File: config.mk
export PLATFORM = sky130hd
export DESIGN_NAME = brb_front_flat
export DESIGN_NICKNAME = d
export VERILOG_FILES = /design/src/sv/byte_ring_buffer_fifo_defines.svh /design/src/sv/brb_pkg.sv /design/src/sv/brb_req_if.sv /design/src/sv/brb_front.sv /design/src/flat_wrapper.sv
export SDC_FILE = /design/constraint.sdc
export NUM_CORES = 1
export LEC_CHECK = 0
export BUFFER_PORTS_ARGS = -buffer_cell sky130_fd_sc_hd__buf_4
export CAP_MARGIN = 30
export CORE_ASPECT_RATIO = 1.1
export CORE_MARGIN = 1
export CORE_UTILIZATION = 45
export CTS_BUF_LIST = sky130_fd_sc_hd__clkbuf_16
export CTS_CLUSTER_SIZE = 28
export DETAILED_ROUTE_END_ITERATION = 7
export GPL_ROUTABILITY_DRIVEN = 0
export PLACE_DENSITY = 0.7
export SETUP_SLACK_MARGIN = 0.02
export SYNTH_ARGS = -nofsm -noshare
export SYNTH_HDL_FRONTEND = slang
export SYNTH_SLANG_ARGS = --single-unit
File: constraint.sdc
create_clock -name clk_i -period 2.8 [get_ports clk_i]
set_input_delay 0.14 -clock clk_i [delete_from_list [all_inputs] [get_ports clk_i]]
set_output_delay 0.14 -clock clk_i [all_outputs]
set_load 0.02 [all_outputs]
File: src/sv/byte_ring_buffer_fifo_defines.svh
// ----------------------------------------------------------------------------
// Byte ring buffer FIFO assertion macros
// Concurrent assertion wrappers clocked on clk_i and disabled in reset.
// ----------------------------------------------------------------------------
`ifndef BYTE_RING_BUFFER_FIFO_DEFINES_SVH
`define BYTE_RING_BUFFER_FIFO_DEFINES_SVH

`ifndef ASSERT_OFF
// Same-cycle implication.
`define BRB_ASSERT_IMP(lbl, ante, cons, msg) \
  lbl: assert property (@(posedge clk_i) disable iff (!rst_ni) (ante) |-> (cons)) \
    else $error(msg);
// Next-cycle implication.
`define BRB_ASSERT_NXT(lbl, ante, cons, msg) \
  lbl: assert property (@(posedge clk_i) disable iff (!rst_ni) (ante) |=> (cons)) \
    else $error(msg);
`else
`define BRB_ASSERT_IMP(lbl, ante, cons, msg)
`define BRB_ASSERT_NXT(lbl, ante, cons, msg)
`endif

`endif

File: src/sv/brb_pkg.sv
// ----------------------------------------------------------------------------
// Byte ring buffer package
// Sizes, request kinds, queue entry type and index helpers.
// ----------------------------------------------------------------------------
package brb_pkg;

  localparam int unsigned DEPTH     = 1024;
  localparam int unsigned MAX_BURST = 64;
  localparam int unsigned AW        = $clog2(DEPTH);
  localparam int unsigned CW        = $clog2(DEPTH + 1);      // counts, capacity, fill level
  localparam int unsigned DW        = 8;
  localparam int unsigned LW        = $clog2(MAX_BURST + 1);  // burst length
  localparam int unsigned TW        = 2;   // request type code

  localparam logic [TW-1:0] REQ_WRITE = 2'd0;
  localparam logic [TW-1:0] REQ_READ  = 2'd1;
  localparam logic [TW-1:0] REQ_PEEK  = 2'd2;
  localparam logic [TW-1:0] REQ_CLEAR = 2'd3;

  typedef enum logic [1:0] {
    KIND_WRITE,
    KIND_READ,
    KIND_PEEK,
    KIND_CLEAR
  } kind_e;

  typedef struct packed {
    kind_e          kind;
    logic [DW-1:0]  data;
    logic [LW-1:0]  len;   // already limited to MAX_BURST
  } req_t;

  typedef struct packed {
    logic valid;
    req_t req;
  } qhead_t;

  // Limit a written capacity to 1..DEPTH.
  function automatic logic [CW-1:0] eff_cap(logic [CW-1:0] v);
    logic [CW-1:0] c;
    c = v;
    if (c == '0) c = CW'(1);
    if (c > CW'(DEPTH)) c = CW'(DEPTH);
    return c;
  endfunction

  // (base + inc) modulo cap, valid while base < cap and inc <= cap.
  function automatic logic [AW-1:0] wrap_add(logic [AW-1:0] base, logic [CW-1:0] inc,
                                              logic [CW-1:0] cap);
    logic [CW:0] s;
    s = (CW+1)'(base) + (CW+1)'(inc);
    if (s >= (CW+1)'(cap)) s = s - (CW+1)'(cap);
    return s[AW-1:0];
  endfunction

endpackage

File: src/sv/brb_req_if.sv
// ----------------------------------------------------------------------------
// Byte ring buffer request channel
// Valid/ready channel carrying one request.
// ----------------------------------------------------------------------------
interface brb_req_if;
  logic                     valid;
  logic                     ready;
  logic [brb_pkg::TW-1:0]   req_type;
  logic [brb_pkg::DW-1:0]   wr_data;
  logic [brb_pkg::LW-1:0]   burst_len;

  modport source (output valid, req_type, wr_data, burst_len, input ready);
  modport sink   (input valid, req_type, wr_data, burst_len, output ready);
endinterface

File: src/sv/brb_front.sv
// ----------------------------------------------------------------------------
// Byte ring buffer front end
// Decodes requests, limits burst length and holds them in a two-entry queue.
// ----------------------------------------------------------------------------
module brb_front (
  input  logic             clk_i,
  input  logic             rst_ni,
  brb_req_if.sink          req_i,
  input  logic             pop_i,
  output brb_pkg::qhead_t  qh_o
);

  brb_pkg::req_t  entry_q [2];
  brb_pkg::req_t  dec;
  logic           wr_ptr_q, rd_ptr_q;
  logic [1:0]     cnt_q;
  logic           push, pop;

  // Classify the incoming request.
  always_comb begin
    dec = '0;
    case (req_i.req_type)
      brb_pkg::REQ_WRITE: dec.kind = brb_pkg::KIND_WRITE;
      brb_pkg::REQ_READ:  dec.kind = brb_pkg::KIND_READ;
      brb_pkg::REQ_PEEK:  dec.kind = brb_pkg::KIND_PEEK;
      brb_pkg::REQ_CLEAR: dec.kind = brb_pkg::KIND_CLEAR;
      default:            dec.kind = brb_pkg::KIND_WRITE;
    endcase
    dec.data = req_i.wr_data;
    dec.len  = (req_i.burst_len > brb_pkg::LW'(brb_pkg::MAX_BURST)) ?
               brb_pkg::LW'(brb_pkg::MAX_BURST) : req_i.burst_len;
  end

  assign req_i.ready = (cnt_q != 2'd2);
  assign push        = req_i.valid && req_i.ready;
  assign pop         = pop_i && (cnt_q != 2'd0);

  assign qh_o.valid  = (cnt_q != 2'd0);
  assign qh_o.req    = entry_q[rd_ptr_q];

  always_ff @(posedge clk_i) begin
    if (push) begin
      entry_q[wr_ptr_q] <= dec;
    end
  end

  always_ff @(posedge clk_i or negedge rst_ni) begin
    if (!rst_ni) begin
      wr_ptr_q <= 1'b0;
      rd_ptr_q <= 1'b0;
      cnt_q    <= 2'd0;
    end else begin
      if (push) wr_ptr_q <= ~wr_ptr_q;
      if (pop)  rd_ptr_q <= ~rd_ptr_q;
      cnt_q <= cnt_q + 2'(push) - 2'(pop);
    end
  end

endmodule

File: src/flat_wrapper.sv
// flat-port wrapper written by rule: the top's interface ports become plain ports
module brb_front_flat 
  (clk_i, rst_ni, pop_i, qh_o, req_i_valid, req_i_req_type, req_i_wr_data, req_i_burst_len, req_i_ready);
  brb_req_if req_i_i ();
  input  logic clk_i;
  input  logic rst_ni;
  input  logic pop_i;
  output brb_pkg::qhead_t qh_o;
  input wire logic [$bits(req_i_i.valid)-1:0] req_i_valid;
  input wire logic [$bits(req_i_i.req_type)-1:0] req_i_req_type;
  input wire logic [$bits(req_i_i.wr_data)-1:0] req_i_wr_data;
  input wire logic [$bits(req_i_i.burst_len)-1:0] req_i_burst_len;
  output wire logic [$bits(req_i_i.ready)-1:0] req_i_ready;
  assign req_i_i.valid = req_i_valid;
  assign req_i_i.req_type = req_i_req_type;
  assign req_i_i.wr_data = req_i_wr_data;
  assign req_i_i.burst_len = req_i_burst_len;
  assign req_i_ready = req_i_i.ready;
  brb_front u_core (.clk_i(clk_i), .rst_ni(rst_ni), .req_i(req_i_i), .pop_i(pop_i), .qh_o(qh_o));
endmodule
# After elaboration in Yosys (flattened, before gate mapping)
# Memories as Yosys holds them, arrays and structs flattened.
# Index checks and enable logic that the tools add are counted.
[word_totals]
ramBits = 34
memories = 1
input_bits = 21
elab_cells = 21
regBits = 4
[memory_table]
columns = ["memory", "depth", "width", "read_ports", "rd_clocked_by_memory_dff", "write_ports", "line_no", "rtl"]
rows = [
  ["u_core.entry_q", 2, 17, 1, 0, 1, "brb_front.sv:13", "brb_pkg::req_t entry_q [2];"],
]
[classes]
bitwise = 2
reduce_logical = 4
add_sub_neg = 2
eq_ne = 4
muxes = 4
magnitude_cmp = 1
[ops]
columns = ["operator", "count"]
rows = [
  ["2-bit one-hot mux with 4 select lines", 1],
  ["7-bit > comparator (second input constant)", 1],
  ["7-bit two-way mux", 1],
  ["2-bit equality test (second input constant)", 2],
  ["2-bit by 1-bit adder with 2-bit output", 1],
  ["2-bit by 1-bit equality test with 1-bit output (second input constant)", 1],
  ["1-bit logical AND", 2],
  ["2-bit logical NOT", 1],
  ["1-bit two-way mux", 2],
  ["2-bit inequality test (second input constant)", 1],
  ["1-bit NOT", 2],
  ["2-bit nonzero test", 1],
  ["2-bit by 1-bit subtractor with 2-bit output", 1],
]

# Longest topological paths before layout
[depth]
word_depth = 4
ltp_mapped = 7
depth_no_buf = 7

# Worst setup path after synthesis
# Ideal clock, no wire load.
[synth_path]
kind = "flip-flop to flip-flop"
start = "register u_core.cnt_q[1]"
end = "memory u_core.entry_q[0][0] in the netlist's numbering (enable)"
slack_ns = 0.922
arrival_ns = 1.488
period_less_slack_ns = 1.878
path_stages_with_launch = 4
n_path_buf = 0
path_cell_list = "dfrtp_1 -> nand2b_1 -> nand2_1 -> nor2_1"
[synth_via]
elab_chain_cells = 4
[synth_rtl]
columns = ["item", "line_no", "rtl"]
rows = [
  ["start: declaration", "brb_front.sv:16", "logic [1:0] cnt_q;"],
  ["start signal: assignment", "brb_front.sv:55", "cnt_q <= cnt_q + 2'(push) - 2'(pop);"],
  ["2-bit inequality test", "brb_front.sv:34", "assign req_i.ready = (cnt_q != 2'd2);"],
  ["via req_i_ready", "flat_wrapper.sv:13", "output wire logic [$bits(req_i_i.ready)-1:0] req_i_ready;"],
  ["1-bit logical AND", "brb_front.sv:35", "assign push = req_i.valid && req_i.ready;"],
  ["1-bit two-way mux", "brb_front.sv:42", "if (push) begin"],
  ["1-bit two-way mux (implied by the code)", "brb_front.sv:43", "entry_q[wr_ptr_q] <= dec;"],
  ["end: declaration", "brb_front.sv:13", ""],
]
# The timed path passes the listed nets, and every way through them passes these cells.

==> results.md <==
* Hpwl dp at 1500 um
* Fin nets at 148
* CP arrival at 1790 ps
* DR pass1 iterations at 6
* Post-synthesis instance area at about 1500 um^2
* Clk Latency, worst-skew pair at 280 ps
* Number of fill cells at 220
* Reg area at 1120 um^2
* Reg clk slew, reported paths at roughly 50 ps
* Port Buffer Count at 39
* Tot Pwr at ~0.0023 W
* Final cycle utilization of the critical path at just under 70%
* Final Setup Violations at 0
* Vias at 779
* Synthesis-to-layout area growth at 32.3%
* Post-route antenna net violation count at 0
* Gate Count Post-Synth at 81
* P_leak at 0.832 nW
* Fmax at 517 MHz
* Measured slew at the worst slew-check pin at 829 ps
* TritonCTS clock tree: built
* Outcome: complete, but fails checks
* Sw Share at between 20 and 30%
* Seq cells post-synth at 38
* # Max-Cap Violations at 0
* Global Route Usage Sum at 14.4%
* Max-slew violation count at 0
* Clock Skew at ~1.6 ps
* Worst Setup Start Kind: flop
* Non-filler cells, final at 160
* Multi-input logic area at 358 um^2
* Via/cell ratio at 4.87
* Ports at 40
* Drt drc at 2
* Crit end category: primary output
* Max_slew headroom at roughly 45%
* Comb pwr share at 33.7%
* Psw at 0.000665 W
* Clk Tree Root Cell: clkbuf_16
* Post-synthesis net count at 104
* Power density over the cells at about 1100 nW/um^2
* WL/cell at 13.8 um
* Vias in the first global route at 857
* Total congestion overflow at 0
* Initial Util at 48.7%
* Share of post-route cells with drive strength above 1 at 46.8%
* Library cells used by synthesis at 17
* Setup TNS at 0 ps
* Worst Path Max Fanout at 15
* Die width at 57.5 um
* Clock tree sinks at 38
* Placed Area at between 1500 and 2000 um^2
* CTS Buf Count at 5
* CTS max path bufs at 2
* WS Path Type: reg2out
* Internal power at between 0.0015 and 0.002 W
* Failing checks: design-rule violations
* Initial antenna violation count at 0
* Design area at 2020 um^2
* Ant. Diodes at 0
* Endpoints failing hold at 0
* Maximum VDD drop at 0.000614 V
* 1st-iter DRT viols at 20
* H-tree depth at 2
* Die Height at 63.0 um
* Total die area at 3620 um^2
* Hold Path Class: in2reg
* Clock power frac at 27.6%
* First-pass GRT wire length at roughly 3700 um
* Worst endpoint required time at 2660 ps
* Syn. warnings at 0
* Cells after DPL at 151
* Pin count of the biggest net entering global routing at 18
* Tmin final at 1930 ps
* Final core occ at ~64%
* Avg Synthesized Cell Area at 18.8 um^2
* Sequential element share of the synthesized area at 73.6%
* Sequential power share at 38.8%
* Row cnt at 21
* Final wirelength at 2210 um
* RSZ-0062 raised after global routing: false
* Core area at 3130 um^2
## critical path, cell delays in order, from the launching register on
cell,delay [ps]
dfrtp_1,790
buf_4,270
mux2_4,310
buf_4,160
## state kept, by name, indices dropped and copies added, names as in the netlist
register	flops
u_core.cnt_q	2
u_core.wr_ptr_q	1
u_core.entry_q	34
u_core.rd_ptr_q	1
## path summary, 6_finish.rpt
kind | startpoint | end | slack (ps) | depth (start not counted)
worst max-delay path | u_core.rd_ptr_q | qh_o[5] | 870 | 3
worst min-delay path | req_i_wr_data[6] | u_core.entry_q[0][13] | 50 | 1
worst max register to register | u_core.cnt_q[1] | u_core.cnt_q[1] | 1100 | 7
worst min register to register | u_core.wr_ptr_q | u_core.wr_ptr_q | 500 | 1
max in group asynchronous | rst_ni | u_core.cnt_q[0] | 2500 | 2
min in group asynchronous | rst_ni | u_core.cnt_q[1] | 200 | 2
## synth_stat cells (all sizes together)
cell type,n,area share [%]
and2,1,0.57
and3,1,0.41
buf,2,1.5
clkbuf,3,0.74
dfrtp,4,6.6
edfxtp,34,67
ha,2,1.6
inv,3,0.74
mux2,17,15
nand2,1,0.25
nand2b,1,0.41
nor2,1,0.25
nor2b,6,2.5
or2,1,0.41
xnor2,3,1.7
xor2,1,0.57
## metrics by stage
| step | setup slack, ps | hold WS [ps] |
|---|---|---|
| after floorplan | 922 | -156 |
| after global placement | 1130 | -60.5 |
| after detailed placement | 1100 | -59.6 |
| after CTS | 818 | 38.5 |
| after global routing | 771 | 33.9 |
| final | 867 | 45.3 |
## layout by cell type, fill, tap and decap left out, drive strengths merged
cell type	instances
and2	1
and3	1
buf	41
bufinv	1
clkbuf	5
clkinv	2
dfrtp	4
dlygate4sd3	1
edfxtp	34
ha	2
inv	3
mux2	17
nand2	1
nand2b	1
nor2	1
nor2b	6
or2	1
xnor2	3
xor2	1
## cells by family after synthesis
kind of cell / Yosys count / synth area share (%)
multiplexers: 17 / 14.8
adder cells (fa/ha/maj): 2 / 1.64
XOR/XNOR: 4 / 2.30
AND/OR/NAND/NOR: 12 / 4.76
flip-flops: 38 / 73.6
buffers and inverters: 8 / 2.96
## power groups by stage
stage,clock network (W),registers [W],logic [W]
global placement,0,0.000881,0.000758
finish,0.000621,0.000873,0.000759
CTS,0.000636,0.000878,0.000771
floorplan,0,0.000830,0.000555
detailed placement,0,0.000888,0.000768
global route,0.000658,0.000891,0.000813
## layer usage
metal,routed length [um],GRT usage (%),vias up
met1,882,13.9,370
met4,62,9.45,0
met2,1140,25.0,26
met5,0,0,-
li1,-,-,377
met3,128,5.38,6
## area by class of cell
class	instances	area share, %
clock buffers	5	6.21
clock inverters	3	1.99
inverters	3	0.559
multi-input cells	35	17.8
flip-flops and latches	38	55.6
well taps	34	2.11
repair buffers	42	15.8
## timing repair
item | CTS | global route
resized for setup | 0 | 0
hold endpoints to repair | 4 | 0
setup endpoints to repair | 0 | 0
hold buffers | 1 | 0
buffers inserted | 0 | 0
Power figures use the tool's default switching activity.
